**src/hdl/kpte_pkg.sv**
```systemverilog
// Shared types, codes and default sizes for the keyed peer table engine.
// No dependencies; kpte_cell and the top level refer to it by scoped names.
package kpte_pkg;

  localparam int DEF_NUM_SLOTS = 64;
  localparam int DEF_MAX_RULES = 8;
  localparam int KEY_W = 256;

  localparam logic [2:0] OP_INSERT      = 3'd0;
  localparam logic [2:0] OP_LOOKUP_KEY  = 3'd1;
  localparam logic [2:0] OP_LOOKUP_ID   = 3'd2;
  localparam logic [2:0] OP_APPROVE     = 3'd3;
  localparam logic [2:0] OP_DENY        = 3'd4;
  localparam logic [2:0] OP_REMOVE      = 3'd5;
  localparam logic [2:0] OP_ADD_RULE    = 3'd6;
  localparam logic [2:0] OP_REMOVE_RULE = 3'd7;

  localparam logic [1:0] STS_OK        = 2'd0;
  localparam logic [1:0] STS_NOT_FOUND = 2'd1;
  localparam logic [1:0] STS_FULL      = 2'd2;

  localparam logic [1:0] SLOT_EMPTY = 2'd0;
  localparam logic [1:0] SLOT_USED  = 2'd1;
  localparam logic [1:0] SLOT_TOMB  = 2'd2;

  localparam logic [1:0] PS_PENDING  = 2'd0;
  localparam logic [1:0] PS_APPROVED = 2'd1;
  localparam logic [1:0] PS_DENIED   = 2'd2;

  typedef struct packed {
    logic             tok;
    logic             hit;
    logic             free;
    logic [15:0]      id;
    logic [1:0]       pstate;
    logic [15:0]      handle;
    logic [KEY_W-1:0] key;
  } link_t;

  typedef struct packed {
    logic             en_all;
    logic             en_state;
    logic             en_tomb;
    logic             en_rules;
    logic [KEY_W-1:0] key;
    logic [15:0]      handle;
    logic [15:0]      id;
    logic [1:0]       pstate;
  } wr_t;

endpackage

```
**src/hdl/kpte_cell.sv**
```systemverilog
// One table slot: holds its entry and merges its match into the search beat
// that passes through it. Depends on kpte_pkg.
module kpte_cell #(
  parameter int INDEX = 0,
  parameter int SW = 6,
  parameter int RCW = 4,
  parameter int MAX_RULES = 8
) (
  input  logic                         clk,
  input  logic                         rst,
  input  logic [kpte_pkg::KEY_W-1:0]   q_key,
  input  logic [15:0]                  q_id,
  input  logic                         q_by_id,
  input  kpte_pkg::link_t              link_in,
  input  logic [SW-1:0]                hit_slot_in,
  input  logic [RCW-1:0]               hit_rc_in,
  input  logic [MAX_RULES-1:0]         hit_rv_in,
  input  logic [SW-1:0]                free_slot_in,
  output kpte_pkg::link_t              link_out,
  output logic [SW-1:0]                hit_slot_out,
  output logic [RCW-1:0]               hit_rc_out,
  output logic [MAX_RULES-1:0]         hit_rv_out,
  output logic [SW-1:0]                free_slot_out,
  input  kpte_pkg::wr_t                wr,
  input  logic [SW-1:0]                wr_slot,
  input  logic [RCW-1:0]               wr_rc,
  input  logic [MAX_RULES-1:0]         wr_rv
);

  logic [1:0]                 status;
  logic [kpte_pkg::KEY_W-1:0] key;
  logic [15:0]                handle;
  logic [15:0]                id;
  logic [1:0]                 pstate;
  logic [RCW-1:0]             rc;
  logic [MAX_RULES-1:0]       rv;

  logic            used;
  logic            take;
  logic            sel;
  kpte_pkg::link_t link_next;

  assign used = (status == kpte_pkg::SLOT_USED);
  assign take = !link_in.hit && used && (q_by_id ? (id == q_id) : (key == q_key));
  assign sel  = (wr_slot == SW'(INDEX));

  always_comb begin
    link_next = link_in;
    if (take) begin
      link_next.hit    = 1'b1;
      link_next.id     = id;
      link_next.pstate = pstate;
      link_next.handle = handle;
      link_next.key    = key;
    end
    if (!link_in.free && !used) begin
      link_next.free = 1'b1;
    end
  end

  always_ff @(posedge clk) begin
    if (rst) begin
      link_out.tok <= 1'b0;
    end else begin
      link_out.tok <= link_next.tok;
    end
    link_out.hit    <= link_next.hit;
    link_out.free   <= link_next.free;
    link_out.id     <= link_next.id;
    link_out.pstate <= link_next.pstate;
    link_out.handle <= link_next.handle;
    link_out.key    <= link_next.key;
    hit_slot_out    <= take ? SW'(INDEX) : hit_slot_in;
    hit_rc_out      <= take ? rc : hit_rc_in;
    hit_rv_out      <= take ? rv : hit_rv_in;
    free_slot_out   <= (!link_in.free && !used) ? SW'(INDEX) : free_slot_in;
  end

  always_ff @(posedge clk) begin
    if (rst) begin
      status <= kpte_pkg::SLOT_EMPTY;
    end else if (sel && wr.en_all) begin
      status <= kpte_pkg::SLOT_USED;
    end else if (sel && wr.en_tomb) begin
      status <= kpte_pkg::SLOT_TOMB;
    end
  end

  always_ff @(posedge clk) begin
    if (sel && wr.en_all) begin
      key    <= wr.key;
      handle <= wr.handle;
      id     <= wr.id;
    end
    if (sel && (wr.en_all || wr.en_state)) begin
      pstate <= wr.pstate;
    end
    if (sel && (wr.en_all || wr.en_rules)) begin
      rc <= wr_rc;
      rv <= wr_rv;
    end
  end

endmodule

```
**config.mk**
```make
export PLATFORM = sky130hd
export DESIGN_NAME = kpte_cell
export DESIGN_NICKNAME = d
export VERILOG_FILES = /design/src/hdl/kpte_pkg.sv /design/src/hdl/kpte_cell.sv
export SDC_FILE = /design/constraint.sdc
export NUM_CORES = 1
export LEC_CHECK = 0
export BUFFER_PORTS_ARGS = -buffer_cell sky130_fd_sc_hd__buf_2
export CAP_MARGIN = 20
export CORE_AREA = 2 2 469 471
export CTS_BUF_LIST = sky130_fd_sc_hd__clkbuf_8
export DETAILED_ROUTE_END_ITERATION = 8
export DIE_AREA = 0 0 471 473
export GPL_ROUTABILITY_DRIVEN = 0
export PLACE_DENSITY = 0.35
export SYNTH_ARGS = -nofsm -noshare
export SYNTH_HDL_FRONTEND = slang
export SYNTH_SLANG_ARGS = --single-unit
```
**constraint.sdc**
```tcl
create_clock -name clk -period 17.65 [get_ports clk]
set_clock_uncertainty 0.1 [all_clocks]
set_input_delay 0.8825 -clock clk [delete_from_list [all_inputs] [get_ports clk]]
set_output_delay 0.8825 -clock clk [all_outputs]
set_load 0.005 [all_outputs]
```
# Word level (Yosys, flattened, before mapping)
# Index checks and enable logic that the tools add are counted.
# Widths: inputs -> output; s select.
# totals
ff_bits	621
latchBits	0
mem_bits_rw	0
romBits	0
inputBits	904
output_inout_bits	317
word_cells	43
n_memories	0
# classes
addsub	0
n_mul	0
n_div	0
magnitude_cmp	0
eq_ne	3
shift	0
n_mux	6
bitwise	0
n_reduce_logical	15
# ops
operator	n
$mux 290	1
$eq 256x256->1	1
$eq 16x16->1	1
$mux 8	1
$logic_and 1x1->1	7
$logic_not 6->1	1
$mux 4	1
$logic_not 1->1	3
$mux 1	3
$eq 2x1->1 const B	1
$logic_or 1x1->1	2
$reduce_bool 2->1	1
$reduce_or 2->1	1

# Logic depth before layout (Yosys ltp)
# Gate-level depths: netlist of run 1.
# depth
word_depth	4
mapped_depth	11
ltp_nobuf	7

# Worst setup path before layout of run 1
# Ideal clock, no wire load.
# synth_path
path_kind	input -> register
from	in wr_slot[3]
to	reg handle[0] (enable)
setup_time_ns	0.686
t_arrival_ns	8.330
t_required_ns	16.864
setup_slack_ns	8.534
path_stages	3
n_path_buf	0
path_cell_list	or4_1 nor3_1 and2_1
# synth_between
elab_chain_len	2
# synth_lines
item	line_no	source
from (decl)	kpte_cell.sv:25	input logic [SW-1:0] wr_slot,
$logic_not 6->1	kpte_cell.sv:45	assign sel = (wr_slot == SW'(INDEX));
$logic_and 1x1->1	kpte_cell.sv:90	if (sel && wr.en_all) begin
to (signal assigned)	kpte_cell.sv:92	handle <= wr.handle;
to (decl)	kpte_cell.sv:32	logic [15:0] handle;
# Every way passes these cells.
# A chain may end at the register's enable or synchronous reset.

==> results of run 1 <==
## routing by layer
layer  part of all wire  wire [µm]
met1               0.44     100000
met2               0.45     102000
met3              0.082      18700
met4              0.029       6570
met5             0.0026        596
## worst register-to-register path: cells and delay by family, from the launching register on
kind	cells	cell delay, ps
buffers and inverters	3	1450
xor gates and xnor gates	1	240
DFF	1	540
and+or+nand+nor	6	3800
## sequential cells by signal (all words and copies together) (netlist names)
signal,cells
id,16
hit_rv_out,8
rv,8
link_out,293
status,2
pstate,2
handle,16
hit_rc_out,4
free_slot_out,6
rc,4
hit_slot_out,6
key,256
## power groups by stage
| stage | clock network, W | registers (W) | logic, W |
|---|---|---|---|
| after floorplan | 0 | 0.00162 | 0.000161 |
| after global placement | 0 | 0.00162 | 0.000450 |
| after detailed placement | 0 | 0.00162 | 0.000458 |
| after CTS | 0.00183 | 0.00159 | 0.000525 |
| after global routing | 0.00188 | 0.00159 | 0.000564 |
| final | 0.00176 | 0.00159 | 0.000520 |
## through the flow
step           utilization  setup WS (ps)
2_1_floorplan            -           8530
3_3_place_gp         0.192          10550
3_5_place_dp         0.192          11250
4_1_cts              0.219          11610
5_1_grt              0.219          11260
6_report             0.220          11420
## layout by cell type, fill, tap and decap left out, types with 2 or more instances in the layout
cell type         n
o211ai_1         31
inv_8             3
nor2_1            2
dlygate4sd3_1   299
inv_6             3
clkinv_1         25
clkinvlp_4        3
clkbuf_8        168
nand3_1         877
a21oi_1         304
nor4_2           14
clkinv_2         13
nor4_1           57
inv_1            48
nand4_1          17
edfxtp_1        302
buf_4            58
buf_12            6
nor3_1            2
o21a_1            2
buf_2          1220
o211a_1           6
buf_6             6
xor2_1          271
nand3b_1        332
and2_4            2
bufinv_16         5
nor2b_1           8
nand2b_1          2
dfxtp_1         319
o21ai_0         302
or4b_1          272
diode_2          64
## layout make-up
type / count / area (µm²)
multi-input combinational: 2507 / 16100
clock buffer: 168 / 2310
sequential: 621 / 15500
timing repair buffer: 1591 / 9760
antenna: 64 / 160
tap: 2871 / 3590
inverter: 2 / 7.51
clock inverter: 99 / 573
fill: 24200 / 170000
## final timing paths
path / slack [ps] / endpoint
min reg2reg: 380 / status[0]$_SDFFE_PP0P_
max: 11420 / link_out[47]$_DFF_P_
max reg2reg: 11420 / link_out[47]$_DFF_P_
min: 130 / key[21]$_DFFE_PP_
## kinds of logic (layout without fill, tap and decap cells)
family,Yosys count,after routing,share of synthesized area
simple gates,1590,1590,0.312
compound gates,645,645,0.101
flops,621,621,0.467
buf+inv,370,1860,0.0477
xor+xnor,272,272,0.0721
other cells,0,64,0
## what timing repair did
action                                  CTS  global route
setup buffers                             0             0
endpoints found under the setup margin    0             0
hold buffers                            299             0
gates resized for setup                   0             0
endpoints found under the hold margin   299             0
==> results.cfg, run 1 <==
[critical_path]
path_max_fanout = 212
reg2reg_depth = 10
crit_path_cell_trace = xor2_1, nor4_1, nand4_1, nor4_2, nand4_4, buf_4, buf_4, buf_12, or4b_1, nand3_1
start_kind = flip-flop
cpMaxStageDelayCell = nor4_1
cp_data_arrival_time_ps = 6910
crit_family = simple AND/OR/NAND/NOR gates
crit_cells = 10
cp-end-kind = flip-flop
cp.required_ps = 18320
crit_start = key[154]$_DFFE_PP_
crit_path_frequent_cell = buf_4
critPathKind = flip-flop to flip-flop
r2r-start = key[154]$_DFFE_PP_
crit_buf_inv = 3
slowest_delay_ps = 770

[yosys]
syn-num-nets = 4402
synthArstFlopShare = 0
synth.distinct_cells = 26
synthCells = 3498
avgSynthCellArea_um2 = 9.45
yosysWarnings = 0
synth.top_cells.by_count = 877 x nand3_1, 332 x nand3b_1, 319 x dfxtp_1
netlist_top_cells_area = edfxtp_1 27%, dfxtp_1 19%, nand3_1 13%
synth-seq-area-share = 0.467
synth_edf_count = 302
yosysMostFrequentCell = nand3_1
ys.flop_type = dfxtp_1
synth.largest_area_cell = edfxtp_1
netlist_area_um2 = 33100
ys_seq_elements = 621
synth_top_area_share = 0.274

[detailed_routing]
vias_per_cell = 4.45
drtIter0Drc = 2788
vias = 35300
wire_per_inst_um = 28.8
drc = 0
routed_wl_um = 228000
dr.pass1.iters = 5
drtAntennaViolNets = 0

[floorplan]
num_rows = 172
die_width_um = 471
coreArea_um2 = 218000
die_h_um = 473
io_pins = 1221
dieArea_um2 = 223000
start_util = 0.152

[place]
place_hpwl_um = 180000
dpl_cell_area_um2 = 41900
dp_cells = 7292
numPortBuffers = 1220

[power]
p_total_w = 0.00387
ir_drop_v = 0.0000702
p_comb_frac = 0.134
swShare = 0.290
power_frac_clock = 0.454
powerDensity_nw_per_um2 = 80.6
p_seq_frac = 0.411
power.switching_w = 0.00112
p_leak_nw = 17.8
p_int_w = 0.00275

[global_routing]
grt_use_met2 = 0.307
grt_usage = 0.196
grt-ovfl-total = 0
grt_max_degree = 237
antenna_found_initial = 179
met1_usage = 0.257
gr-max-usage-layer = met2
grt_pass1_wl_um = 297000
grt_pass1_vias = 33000
globalRouteMet3Util = 0.0603

[sta]
period_share = 0.353
rsz0062_at_grt = no
hold_viol = 0
maxSlewViolCount = 0
setup_violations = 0
max_freq_mhz = 160
slew-limit-headroom = 0.179
holdWs_ps = 135
fin_tns_setup_ps = 0
tightest_slew_ps = 1230
period_needed_ps = 6230

[run]
drv_cap = 0

[finish]
finalNonFillerCells = 7923
fin_nets = 5772
drive_gt1_frac = 0.302
fin_area_um2 = 48000
syn2layout_area_growth_pct = 45.2

[cts]
clk_pin_slew_ps = 60
clock_latency_ps = 890
cts_buffers = 145
clock_path_buffers = 3
clockRootBuffer = clkbuf_8
cts_sinks = 621
tritoncts = built
cts_max_level = 4

[status]
outcome = finished clean

[hold_path]
worstHoldPathType = input pin to flip-flop
hold_path_depth = 1
hp-start = wr[55]
Power figures use the tool's default switching activity.
==> run 2: changes to the inputs <==
--- a/config.mk
+++ b/config.mk
@@ -12,7 +12,7 @@
 export DETAILED_ROUTE_END_ITERATION = 8
 export DIE_AREA = 0 0 471 473
 export GPL_ROUTABILITY_DRIVEN = 0
-export PLACE_DENSITY = 0.35
+export PLACE_DENSITY = 0.36
 export SYNTH_ARGS = -nofsm -noshare
 export SYNTH_HDL_FRONTEND = slang
 export SYNTH_SLANG_ARGS = --single-unit
==> constraint.sdc (replaced) <==
create_clock -name clk -period 5.3 [get_ports clk]
set_clock_uncertainty 0.1 [all_clocks]
set_input_delay 0.265 -clock clk [delete_from_list [all_inputs] [get_ports clk]]
set_output_delay 0.265 -clock clk [all_outputs]
set_load 0.005 [all_outputs]
==> run 2 against run 1 <==
The flow now finishes with violations (antenna rules). Power grew to 3.5 times the previous value. Design area is 18% higher. Critical path depth is 1 higher. Register-to-register slack worse by 11000 ps. Fmax is 24% higher. Global-route usage is 1.2 points higher. Sequential share of layout area is 5.0 points lower. Wire length is 5.7% higher. Sequential power grew to 3.3 times the previous value. Via count is 10% higher. Count of clock-buffer cells in the layout is 7 lower. Clock power grew to 3.3 times the previous value.
==> results.cfg, run 2 (synthesis results as in run 1) <==
[status]
outcome = finished, violations left
violations = antenna rules

[floorplan]
io_pins = 1221
start_util = 0.152
die_h_um = 473
dieArea_um2 = 223000
die_width_um = 471
num_rows = 172
coreArea_um2 = 218000

[detailed_routing]
routed_wl_um = 241000
drtAntennaViolNets = 1
vias = 38800
dr.pass1.iters = 5
wire_per_inst_um = 27.4
drc = 0
drtIter0Drc = 2669
vias_per_cell = 4.42

[power]
p_comb_frac = 0.171
power.switching_w = 0.00392
power_frac_clock = 0.433
p_int_w = 0.00947
swShare = 0.293
p_seq_frac = 0.396
p_total_w = 0.0134
powerDensity_nw_per_um2 = 236
ir_drop_v = 0.000229
p_leak_nw = 21.6

[finish]
drive_gt1_frac = 0.264
syn2layout_area_growth_pct = 71.9
top_register = link_out
mostFrequentLayoutCells = 1220 x buf_2, 1125 x dlygate4sd3_1, 877 x nand3_1
final_common_cell = buf_2
fin_nets = 6634
final_util = 0.260
largest_reg_flops = 293
largestRegisters = link_out (293), key (256)
multiInputGateArea_um2 = 16200
ff_latch_area_um2 = 15500
fillers = 23700

[place]
place_hpwl_um = 190000
post-place-ws_ps = 737
numPortBuffers = 1220

[global_routing]
grt_pass1_wl_um = 320000
grt_max_degree = 191
grt_usage = 0.208
antenna_found_initial = 139
grt_pass1_vias = 37200
grt-ovfl-total = 0

[critical_path]
start_kind = flip-flop
cp-end-kind = flip-flop
cp_data_arrival_time_ps = 5650
reg2reg_depth = 11
slowest_delay_ps = 940
r2r-start = id[13]$_DFFE_PP_
ff2ff_setup_slack_ps = 280
critPathKind = flip-flop to flip-flop
cp.required_ps = 5930
crit_path_cell_trace = xor2_1, nor4_1, nand4_1, buf_12, buf_12, nand3_1, o21ai_0, a21oi_1, dlygate4sd3_1, nand3_1, dlygate4sd3_1
cpMaxStageDelayCell = nand4_1
path_max_fanout = 57
worstReg2RegEnd = link_out[136]$_DFF_P_

[hold_path]
hp-start = wr[240]
hold_path_depth = 2
worstHoldPathType = input pin to flip-flop
hold_end = key[206]$_DFFE_PP_

[sta]
fin_tns_setup_ps = 0
maxSlewViolCount = 0
hold_viol = 0
tightest_slew_ps = 1280
slew-limit-headroom = 0.144
period_needed_ps = 5020
period_share = 0.947
setup_violations = 0
max_freq_mhz = 199
holdWs_ps = 115
setup_ws_ps = 281
rsz0062_at_grt = no

[cts]
tritoncts = built
cts_buffers = 141
cts_setup_buffers = 0
cts_sinks = 621
clk_pin_slew_ps = 60
clock_path_buffers = 3
cts_max_level = 4
clockRootBuffer = clkbuf_8
clock_latency_ps = 880

[run]
drv_cap = 0
[run 2: changes by cell type in the layout (fill, tap and decap cells not counted), sizes merged]
cell         previous run  this run
clkbuf                168       161
clkinv                 39        29
inv                    54        64
buf                  1292      1332
diode                  64        75
dlygate4sd3           299      1125
[run 2: final cells by class]
cell class,instances,share of cell area
diodes,75,0.00330
repair buffers,2457,0.327
multi-input cells,2507,0.284
clock buffers,161,0.0390
flip-flops and latches,621,0.272
well taps,2871,0.0632
clock inverters,99,0.0110
inverters,2,0.000132
[run 2: critical path: cells and delay by family, from the launching register on]
family,cells,cell delay (ps)
AND/OR/NAND/NOR,4,1790
buffers and inverters,4,1880
AO/OA/AOI/OAI,2,210
flip-flops,1,520
XOR/XNOR,1,220
[run 2: what timing repair did]
action / 4_1_cts / 5_1_grt
resized for setup: 0 / 1
hold buffers: 1125 / 0
hold endpoints to repair: 640 / 0
setup endpoints to repair: 0 / 2
[run 2: worst max path at each step]
| stage | cells past startpoint | endpoint | slack, ps | start |
|---|---|---|---|---|
| 2_1_floorplan | 3 | handle[0]$_DFFE_PP_ | 30 | wr_slot[3] |
| 3_3_place_gp | 10 | link_out[79]$_DFF_P_ | 120 | key[51]$_DFFE_PP_ |
| 3_5_place_dp | 9 | link_out[141]$_DFF_P_ | 740 | key[197]$_DFFE_PP_ |
| 4_1_cts | 10 | link_out[141]$_DFF_P_ | 160 | key[197]$_DFFE_PP_ |
| 5_1_grt | 11 | link_out[141]$_DFF_P_ | 150 | id[13]$_DFFE_PP_ |
| 6_report | 11 | link_out[136]$_DFF_P_ | 280 | id[13]$_DFFE_PP_ |
[run 2: power groups by stage]
stage	Sequential (W)	Clock [W]	Combinational, W
3_5_place_dp	0.00540	0	0.00157
2_1_floorplan	0.00539	0	0.000535
3_3_place_gp	0.00540	0	0.00154
5_1_grt	0.00531	0.00623	0.00246
4_1_cts	0.00530	0.00604	0.00230
6_report	0.00530	0.00580	0.00229
[run 2: through the flow]
stage / cells / instance area, µm²
global route: 8753 / 56700
finish: 8793 / 56800
floorplan: 3498 / 33100
global placement: 7323 / 42400
detailed placement: 7333 / 42500
CTS: 8718 / 56600
[run 2: metal layers]
metal  routed length, µm  part of all wire  GRT usage
met1              107000              0.44      0.272
met2              108000              0.45      0.328
met3               18400             0.076     0.0603
met4                7500             0.031     0.0632
met5                 468            0.0019          0
